`src/rtl/core/mpc_pkg.sv`:
```
// Shared types and constants of the Modbus PDU checker.
// Used by mpc_capture, mpc_check and modbus_pdu_checker_core; no dependencies.
package mpc_pkg;

   // Function codes that the checker knows.
   localparam logic [7:0] FC_READ_COILS      = 8'h01;
   localparam logic [7:0] FC_READ_DISCRETE   = 8'h02;
   localparam logic [7:0] FC_READ_HOLDING    = 8'h03;
   localparam logic [7:0] FC_READ_INPUT      = 8'h04;
   localparam logic [7:0] FC_WRITE_COIL      = 8'h05;
   localparam logic [7:0] FC_WRITE_REGISTER  = 8'h06;
   localparam logic [7:0] FC_WRITE_COILS     = 8'h0f;
   localparam logic [7:0] FC_WRITE_REGISTERS = 8'h10;

   // Check codes; a function's exception format error is its base code plus one.
   localparam logic [4:0] CODE_OK                 = 5'd0;
   localparam logic [4:0] CODE_READ_COILS         = 5'd1;
   localparam logic [4:0] CODE_READ_DISCRETE      = 5'd3;
   localparam logic [4:0] CODE_READ_HOLDING       = 5'd5;
   localparam logic [4:0] CODE_READ_INPUT         = 5'd7;
   localparam logic [4:0] CODE_WRITE_COIL         = 5'd9;
   localparam logic [4:0] CODE_WRITE_REGISTER     = 5'd11;
   localparam logic [4:0] CODE_WRITE_COILS        = 5'd13;
   localparam logic [4:0] CODE_WRITE_REGISTERS    = 5'd15;
   localparam logic [4:0] CODE_BAD_FUNC           = 5'd17;

   // Limits.
   localparam logic [15:0] MAX_READ_BITS   = 16'd2000;
   localparam logic [15:0] MAX_READ_REGS   = 16'd125;
   localparam logic [15:0] MAX_WRITE_COILS = 16'h07b0;
   localparam logic [15:0] MAX_WRITE_REGS  = 16'h007b;
   localparam logic [15:0] COIL_ON         = 16'hff00;
   localparam logic [15:0] COIL_OFF        = 16'h0000;
   localparam logic [7:0]  FUNC_MASK       = 8'h7f;
   localparam logic [7:0]  EXC_FLAG        = 8'h80;
   localparam logic [7:0]  EXC_MIN         = 8'd1;
   localparam logic [7:0]  EXC_MAX         = 8'd4;

   localparam int unsigned HEAD_DEPTH = 6;
   localparam int unsigned KEPT_DEPTH = 5;
   localparam logic [7:0]  LEN_MAX    = 8'd255;

   // One finished PDU as handed from the capture stage to the check stage.
   typedef struct packed {
      logic [HEAD_DEPTH-1:0][7:0] head;
      logic [7:0]                 len;
      logic                       is_rsp;
   } pdu_snap_type;

endpackage

```
`src/rtl/core/mpc_capture.sv`:
```
// Byte accumulator of the Modbus PDU checker: counts bytes, keeps the first six,
// and registers a snapshot of each finished PDU. Depends on mpc_pkg.
module mpc_capture (
   input  logic                 clock,
   input  logic                 reset,
   input  logic                 in_valid,
   output logic                 in_ready,
   input  logic [7:0]           in_byte,
   input  logic                 in_last,
   input  logic                 in_is_rsp,
   output logic                 snap_valid,
   input  logic                 snap_ready,
   output mpc_pkg::pdu_snap_type snap
);

   logic [7:0]                         count_ff, count_in;
   logic [mpc_pkg::HEAD_DEPTH-1:0][7:0] head_ff, head_in;
   logic [mpc_pkg::HEAD_DEPTH-1:0][7:0] head_upd;
   logic [7:0]                         count_upd;
   logic                               snap_valid_ff, snap_valid_in;
   mpc_pkg::pdu_snap_type              snap_ff, snap_in;
   logic                               accept;

   assign in_ready   = !snap_valid_ff || snap_ready;
   assign accept     = in_valid && in_ready;
   assign snap_valid = snap_valid_ff;
   assign snap       = snap_ff;

   // Head and length as they stand with the current byte included.
   always_comb begin
      for (int i = 0; i < mpc_pkg::HEAD_DEPTH; i++) begin
         head_upd[i] = (count_ff == 8'(i)) ? in_byte : head_ff[i];
      end
      count_upd = (count_ff < mpc_pkg::LEN_MAX) ? count_ff + 8'd1 : count_ff;
   end

   always_comb begin
      count_in      = count_ff;
      head_in       = head_ff;
      snap_in       = snap_ff;
      snap_valid_in = snap_valid_ff;
      if (snap_ready) begin
         snap_valid_in = 1'b0;
      end
      if (accept) begin
         if (in_last) begin
            count_in       = '0;
            head_in        = '0;
            snap_in.head   = head_upd;
            snap_in.len    = count_upd;
            snap_in.is_rsp = in_is_rsp;
            snap_valid_in  = 1'b1;
         end else begin
            count_in = count_upd;
            head_in  = head_upd;
         end
      end
   end

   always_ff @(posedge clock) begin
      if (reset) begin
         count_ff      <= '0;
         head_ff       <= '0;
         snap_valid_ff <= 1'b0;
      end else begin
         count_ff      <= count_in;
         head_ff       <= head_in;
         snap_valid_ff <= snap_valid_in;
      end
      snap_ff <= snap_in;
   end

endmodule

```
`src/rtl/core/mpc_check.sv`:
```
// Check stage of the Modbus PDU checker: validates one finished PDU, a request on its own
// or a response against the kept request, and registers the check code. Depends on mpc_pkg.
module mpc_check (
   input  logic                  clock,
   input  logic                  reset,
   input  logic                  snap_valid,
   output logic                  snap_ready,
   input  mpc_pkg::pdu_snap_type snap,
   output logic                  out_valid,
   input  logic                  out_ready,
   output logic [4:0]            out_code,
   output logic                  out_is_rsp
);

   logic [mpc_pkg::KEPT_DEPTH-1:0][7:0] kept_ff, kept_in;
   logic                               out_valid_ff, out_valid_in;
   logic [4:0]                         code_ff, code_in;
   logic                               is_rsp_ff, is_rsp_in;
   logic                               take;

   // Request check signals.
   logic [15:0] rq_qty, rq_len_m6, rq_coil_bytes, rq_reg_bytes, rq_byte_cnt;
   logic        rq_len5, rq_has6, rq_fail;
   logic [4:0]  rq_base, rq_code;
   // Response check signals.
   logic [7:0]  rs_func, kept_func;
   logic [15:0] rs_kept_qty, rs_need, rs_len_m2, rs_p1;
   logic        rs_exc, rs_fail, rs_known, rs_exc_bad, rs_echo;
   logic [4:0]  rs_base, rs_code;

   assign snap_ready = !out_valid_ff || out_ready;
   assign take       = snap_valid && snap_ready;
   assign out_valid  = out_valid_ff;
   assign out_code   = code_ff;
   assign out_is_rsp = is_rsp_ff;

   // Request on its own.
   always_comb begin
      rq_qty        = {snap.head[3], snap.head[4]};
      rq_len5       = (snap.len == 8'd5);
      rq_has6       = (snap.len >= 8'd6);
      rq_len_m6     = {8'd0, snap.len} - 16'd6;
      rq_coil_bytes = (rq_qty >> 3) + {15'd0, (rq_qty[2:0] != 3'd0)};
      rq_reg_bytes  = {rq_qty[14:0], 1'b0};
      rq_byte_cnt   = {8'd0, snap.head[5]};
      rq_fail       = 1'b0;
      rq_base       = mpc_pkg::CODE_BAD_FUNC;
      case (snap.head[0])
         mpc_pkg::FC_READ_COILS: begin
            rq_base = mpc_pkg::CODE_READ_COILS;
            rq_fail = rq_qty == 16'd0 || rq_qty > mpc_pkg::MAX_READ_BITS || !rq_len5;
         end
         mpc_pkg::FC_READ_DISCRETE: begin
            rq_base = mpc_pkg::CODE_READ_DISCRETE;
            rq_fail = rq_qty == 16'd0 || rq_qty > mpc_pkg::MAX_READ_BITS || !rq_len5;
         end
         mpc_pkg::FC_READ_HOLDING: begin
            rq_base = mpc_pkg::CODE_READ_HOLDING;
            rq_fail = rq_qty == 16'd0 || rq_qty > mpc_pkg::MAX_READ_REGS || !rq_len5;
         end
         mpc_pkg::FC_READ_INPUT: begin
            rq_base = mpc_pkg::CODE_READ_INPUT;
            rq_fail = rq_qty == 16'd0 || rq_qty > mpc_pkg::MAX_READ_REGS || !rq_len5;
         end
         mpc_pkg::FC_WRITE_COIL: begin
            rq_base = mpc_pkg::CODE_WRITE_COIL;
            rq_fail = (rq_qty != mpc_pkg::COIL_OFF && rq_qty != mpc_pkg::COIL_ON)
                      || !rq_len5;
         end
         mpc_pkg::FC_WRITE_REGISTER: begin
            rq_base = mpc_pkg::CODE_WRITE_REGISTER;
            rq_fail = !rq_len5;
         end
         mpc_pkg::FC_WRITE_COILS: begin
            rq_base = mpc_pkg::CODE_WRITE_COILS;
            rq_fail = rq_qty == 16'd0 || rq_qty > mpc_pkg::MAX_WRITE_COILS
                      || rq_byte_cnt != rq_coil_bytes || !rq_has6
                      || rq_coil_bytes != rq_len_m6;
         end
         mpc_pkg::FC_WRITE_REGISTERS: begin
            rq_base = mpc_pkg::CODE_WRITE_REGISTERS;
            rq_fail = rq_qty == 16'd0 || rq_qty > mpc_pkg::MAX_WRITE_REGS
                      || rq_byte_cnt != rq_reg_bytes || !rq_has6
                      || rq_reg_bytes != rq_len_m6;
         end
         default: begin
            rq_base = mpc_pkg::CODE_BAD_FUNC;
            rq_fail = 1'b1;
         end
      endcase
      rq_code = rq_fail ? rq_base : mpc_pkg::CODE_OK;
   end

   // Response against the kept request.
   always_comb begin
      rs_func     = snap.head[0] & mpc_pkg::FUNC_MASK;
      kept_func   = kept_ff[0] & mpc_pkg::FUNC_MASK;
      rs_exc      = (snap.head[0] & mpc_pkg::EXC_FLAG) != 8'd0;
      rs_kept_qty = {kept_ff[3], kept_ff[4]};
      rs_p1       = {8'd0, snap.head[1]};
      rs_len_m2   = {8'd0, snap.len} - 16'd2;
      rs_known    = 1'b1;
      rs_base     = mpc_pkg::CODE_BAD_FUNC;
      case (rs_func)
         mpc_pkg::FC_READ_COILS:      rs_base = mpc_pkg::CODE_READ_COILS;
         mpc_pkg::FC_READ_DISCRETE:   rs_base = mpc_pkg::CODE_READ_DISCRETE;
         mpc_pkg::FC_READ_HOLDING:    rs_base = mpc_pkg::CODE_READ_HOLDING;
         mpc_pkg::FC_READ_INPUT:      rs_base = mpc_pkg::CODE_READ_INPUT;
         mpc_pkg::FC_WRITE_COIL:      rs_base = mpc_pkg::CODE_WRITE_COIL;
         mpc_pkg::FC_WRITE_REGISTER:  rs_base = mpc_pkg::CODE_WRITE_REGISTER;
         mpc_pkg::FC_WRITE_COILS:     rs_base = mpc_pkg::CODE_WRITE_COILS;
         mpc_pkg::FC_WRITE_REGISTERS: rs_base = mpc_pkg::CODE_WRITE_REGISTERS;
         default:                     rs_known = 1'b0;
      endcase
      // Read functions answer with a byte count; the others echo address and quantity.
      if (rs_func <= mpc_pkg::FC_READ_DISCRETE) begin
         rs_need = (rs_kept_qty >> 3) + {15'd0, (rs_kept_qty[2:0] != 3'd0)};
      end else begin
         rs_need = {rs_kept_qty[14:0], 1'b0};
      end
      rs_echo    = {kept_ff[1], kept_ff[2]} == {snap.head[1], snap.head[2]}
                   && rs_kept_qty == {snap.head[3], snap.head[4]};
      rs_exc_bad = snap.head[1] < mpc_pkg::EXC_MIN || snap.head[1] > mpc_pkg::EXC_MAX;
      if (rs_func <= mpc_pkg::FC_READ_INPUT) begin
         rs_fail = rs_need != rs_p1 || snap.len < 8'd2 || rs_need != rs_len_m2;
      end else begin
         rs_fail = !rs_echo || snap.len != 8'd5;
      end
      if (rs_func != kept_func || !rs_known) begin
         rs_code = mpc_pkg::CODE_BAD_FUNC;
      end else if (rs_exc) begin
         rs_code = rs_exc_bad ? rs_base + 5'd1 : mpc_pkg::CODE_OK;
      end else begin
         rs_code = rs_fail ? rs_base : mpc_pkg::CODE_OK;
      end
   end

   always_comb begin
      out_valid_in = out_valid_ff;
      code_in      = code_ff;
      is_rsp_in    = is_rsp_ff;
      kept_in      = kept_ff;
      if (out_ready) begin
         out_valid_in = 1'b0;
      end
      if (take) begin
         out_valid_in = 1'b1;
         is_rsp_in    = snap.is_rsp;
         code_in      = snap.is_rsp ? rs_code : rq_code;
         // Every request is kept, whatever its check code.
         if (!snap.is_rsp) begin
            for (int i = 0; i < mpc_pkg::KEPT_DEPTH; i++) begin
               kept_in[i] = snap.head[i];
            end
         end
      end
   end

   always_ff @(posedge clock) begin
      if (reset) begin
         out_valid_ff <= 1'b0;
         kept_ff      <= '0;
      end else begin
         out_valid_ff <= out_valid_in;
         kept_ff      <= kept_in;
      end
      code_ff   <= code_in;
      is_rsp_ff <= is_rsp_in;
   end

endmodule

```
`src/rtl/core/modbus_pdu_checker_core.sv`:
```
// Top level of the Modbus PDU checker: byte capture stage followed by check stage.
// Depends on mpc_pkg, mpc_capture and mpc_check.
//
//   channel | dir | tdata            | tuser            | tlast
//   req_    | in  | [7:0] pdu_byte   | [0] op           | last
//   rsp_    | out | [4:0] check_code | [0] was_response | -
//
// One request byte is taken every cycle unless the input stalls. A PDU's result passes
// from its last byte into the capture snapshot register, then through the check logic
// into the result register. Reset is synchronous and clears the byte count, the stored
// head bytes and the kept request. A stalled result stops the check stage, and the input
// stalls only when a second finished PDU is waiting.
module modbus_pdu_checker_core (
   input  logic       clock,
   input  logic       reset,
   input  logic       req_tvalid,
   output logic       req_tready,
   input  logic [7:0] req_tdata,  // [7:0] pdu_byte
   input  logic       req_tuser,  // [0] op
   input  logic       req_tlast,
   output logic       rsp_tvalid,
   input  logic       rsp_tready,
   output logic [7:0] rsp_tdata,  // [4:0] check_code, [7:5] zero
   output logic       rsp_tuser   // [0] was_response
);

   logic                  snap_valid;
   logic                  snap_ready;
   mpc_pkg::pdu_snap_type snap;
   logic [4:0]            code;

   mpc_capture u_capture (
      .clock      (clock),
      .reset      (reset),
      .in_valid   (req_tvalid),
      .in_ready   (req_tready),
      .in_byte    (req_tdata),
      .in_last    (req_tlast),
      .in_is_rsp  (req_tuser),
      .snap_valid (snap_valid),
      .snap_ready (snap_ready),
      .snap       (snap)
   );

   mpc_check u_check (
      .clock      (clock),
      .reset      (reset),
      .snap_valid (snap_valid),
      .snap_ready (snap_ready),
      .snap       (snap),
      .out_valid  (rsp_tvalid),
      .out_ready  (rsp_tready),
      .out_code   (code),
      .out_is_rsp (rsp_tuser)
   );

   assign rsp_tdata = {3'b000, code};

   // A finished PDU always lands in the snapshot register.
   a_last_snapped: assert property (@(posedge clock) disable iff (reset)
      (req_tvalid && req_tready && req_tlast) |=> snap_valid)
      else $error("finished request PDU not captured");

   // Check codes never exceed the unsupported-function code.
   a_code_range: assert property (@(posedge clock) disable iff (reset)
      rsp_tvalid |-> (code <= mpc_pkg::CODE_BAD_FUNC))
      else $error("check code out of range");

   // A request can only fail with an odd code.
   a_request_odd: assert property (@(posedge clock) disable iff (reset)
      (rsp_tvalid && !rsp_tuser && code != mpc_pkg::CODE_OK) |-> code[0])
      else $error("even check code on a request");

endmodule

```
`config.mk`:
```
export PLATFORM = sky130hd
export DESIGN_NAME = modbus_pdu_checker_core
export DESIGN_NICKNAME = d
export VERILOG_FILES = /design/src/rtl/core/mpc_pkg.sv /design/src/rtl/core/mpc_capture.sv /design/src/rtl/core/mpc_check.sv /design/src/rtl/core/modbus_pdu_checker_core.sv
export SDC_FILE = /design/constraint.sdc
export NUM_CORES = 1
export LEC_CHECK = 0
export ABC_AREA = 1
export BUFFER_PORTS_ARGS = -buffer_cell sky130_fd_sc_hd__buf_4
export CORE_MARGIN = 8
export CORE_UTILIZATION = 40
export CTS_CLUSTER_SIZE = 25
export DETAILED_ROUTE_END_ITERATION = 12
export SKIP_CTS_REPAIR_TIMING = 1
export SYNTH_ARGS = -nofsm -noshare
export SYNTH_HDL_FRONTEND = slang
export SYNTH_SLANG_ARGS = --single-unit
```
`constraint.sdc`:
```
create_clock -name clock -period 4.5 [get_ports clock]
set_input_delay 0.45 -clock clock [delete_from_list [all_inputs] [get_ports clock]]
set_output_delay 0.45 -clock clock [all_outputs]
set_load 0.01 [all_outputs]
```
==> run metrics <==
# nets final 1263; CTS H-tree depth 4; CTS tree yes; die height 168 um; Die X-Extent 168 um; synthesis warning total 0; first-pass GRT wire length 40300 um; Core ar. 22700 sq um; first drt pass iteration count 5; worst min path class in2reg; # diodes 0; share of synthesized area spent on multiplexers 0.0582; number of synthesized flops with an enable pin 63; num ports 25; largest net degree at the start of global routing 72; CTS buffer count 17; TritonCTS Sinks 160; Routed WL 25200 um; maximum vdd drop 0.000296 V; Setup TNS Final 0 ns; gr ovfl total 0; Storage cell area 3830 sq um; Root Driver clkbuf_16; Mapped Cells 1240; Filler cells 2250; Pleak 4.13 nW; clock latency on the worst-skew pair 0.43 ns; initial antenna violation count 0; Synth Area in Simple Gates 0.302; area growth from synthesis to layout 10.7%; Post-Synth Adder-Cell Area 0.0148; count of state elements after synthesis 160; Worst slew margin 0.251; Post-DP Area 9630 sq um; fin crit share 0.592; CP peak stage delay 0.37 ns; multi-input logic area 4780 sq um; GR Util All Layers 0.178; Compound-Gate Fraction of Synth Area 0.100; synthesized area 9290 sq um; Worst setup SP type register; commonest cells after routing, fill and taps aside 364 x nand2_1, 118 x inv_1, 113 x a21oi_1; filler-free cell count of the finished design 1536; register area share after synthesis 0.413; most common cell after layout, fill and taps aside nand2_1; Setup Viol. Count Final 0; DRC 0; post-DP HPWL 18600 um; RSZ-0062 raised after global routing no; xor-xnor portion of the synthesized cell area 0.0358; Tmin final 2.67 ns; Pwr Density 337 nW/um^2; Detail Route Antenna Nets 0; initial DRC count 746; Tot Pwr 0.00346 W; crit path cell chain inv_1 -> nand3_1 -> ha_1 -> ha_1 -> nand3_1 -> inv_1 -> nand2_1 -> nand2_1 -> nand2_2 -> nand3_1 -> nand2_1 -> nor2_1 -> nand2_1 -> nor2_2 -> nand3_2 -> nand2_2 -> nand2_1 -> nand2_1 -> inv_1; port bufs 21; layout cells sized above 1 0.124; WP buf/inv 3; Main synth FF type dfxtp_1; Final Wtd Congestion 0.972; critical path class reg2reg; largest family of logic cells by synthesized area simple AND/OR/NAND/NOR gates; Clock Skews 0.0172 ns; count of different cell masters after synthesis 54; async set or reset register ratio after synthesis 0; wire per inst 16.4 um; Worst Path Required 4.69 ns; via density per instance 5.19; actual slew at the worst max-slew pin 1.12 ns; die area 28300 sq um; CTS max path bufs 2; initial core utilization 0.409; dpl cells 1504; CP endpoint kind register; fin. max-slew vios 0; crit path max fanout 6; Crit-path slowest cell dfxtp_1; final hold violations 0; Finished Cell Area 10300 sq um; Row Count 55; CP top delay family simple AND/OR/NAND/NOR gates; CP most frequent cell nand2_1; via count 7979; vias in the first global route 7555; Max-Cap Viols 0; fmax 375 MHz; Worst-path clk slew 0.07 ns; Worst EP arrival 2.85 ns; status completed; syn_area_per_cell 7.49 sq um; WHS 0.202 ns
path summary, 6_finish.rpt:
check                              from               endpoint  slack [ns]  cells after the start
setup / recovery    u_check.kept_ff[34]    u_check.out_code[0]        1.83                     19
hold / removal                req_tuser      u_capture.snap[0]        0.20                      1
setup reg to reg    u_check.kept_ff[34]    u_check.out_code[0]        1.83                     19
hold reg to reg   u_capture.head_ff[21]  u_capture.head_ff[21]        0.46                      2
stage by stage:
step	utilization	setup slack (ns)
after floorplan	-	0.655
after global placement	0.424	1.79
after detailed placement	0.424	1.81
after CTS	0.453	1.87
after global routing	0.453	1.49
final	0.453	1.83
power breakdown:
group | total [W] | internal [W] | switching [W] | leakage, nW
clock network | 0.00159 | 0.000951 | 0.000643 | 0.319
logic | 0.000269 | 0.0000883 | 0.000181 | 2.43
registers | 0.00160 | 0.00154 | 0.0000542 | 1.39
area by class of cell:
| class | instances | area share |
|---|---|---|
| Clock inverter | 15 | 0.0217 |
| Inverter | 124 | 0.0455 |
| Timing Repair Buffer | 25 | 0.0183 |
| Tap cell | 285 | 0.0347 |
| Multi-Input combinational cell | 910 | 0.465 |
| Clock buffer | 17 | 0.0414 |
| Sequential cell | 160 | 0.373 |
sequential cells by signal, indices dropped and copies added (netlist names):
register	cells
u_capture.snap	57
u_capture.head_ff	48
u_check.kept_ff	39
u_capture.count_ff	8
u_check.out_code	5
u_capture.snap_valid	1
u_check.out_is_rsp	1
u_check.out_valid	1
synth_stat cells, types with 3 or more instances:
master    instances  area (sq um)
a21oi_1         114           571
buf_1             4          15.0
buf_2             9          45.0
buf_4             5          37.5
clkbuf_1         25          93.8
clkbuf_2          3          15.0
dfxtp_1          97          1940
edfxtp_1         63          1890
ha_1             11           138
inv_1           118           443
inv_2             5          18.8
mux2_2           48           541
nand2_1         366          1370
nand2_2           8          50.1
nand3_1          99           495
nand3_2           3          30.0
nand4_1          25           156
nor2_1           86           323
nor2_2           13          81.3
nor3_1           12          60.1
o21ai_0          47           235
o22ai_1           4          25.0
xnor2_1          12           105
xor2_1           26           228
layer usage:
| layer | up-vias | global-route usage | wire length, um |
|---|---|---|---|
| met4 | 0 | 0.0497 | 415 |
| met5 | - | 0 | 0 |
| met1 | 3673 | 0.248 | 12400 |
| li1 | 4078 | - | - |
| met2 | 204 | 0.281 | 11200 |
| met3 | 24 | 0.0288 | 1260 |
logic make-up (layout without fill, tap and decap cells):
family,Yosys count,in the layout
other,1,3
multiplexers,48,48
AO/OA/AOI/OAI,178,178
flip-flops,160,160
AND/OR/NAND/NOR,632,632
buffers and inverters,172,181
adder cells (fa/ha/maj),11,11
XOR/XNOR,38,38
Power figures use the tool's default switching activity.
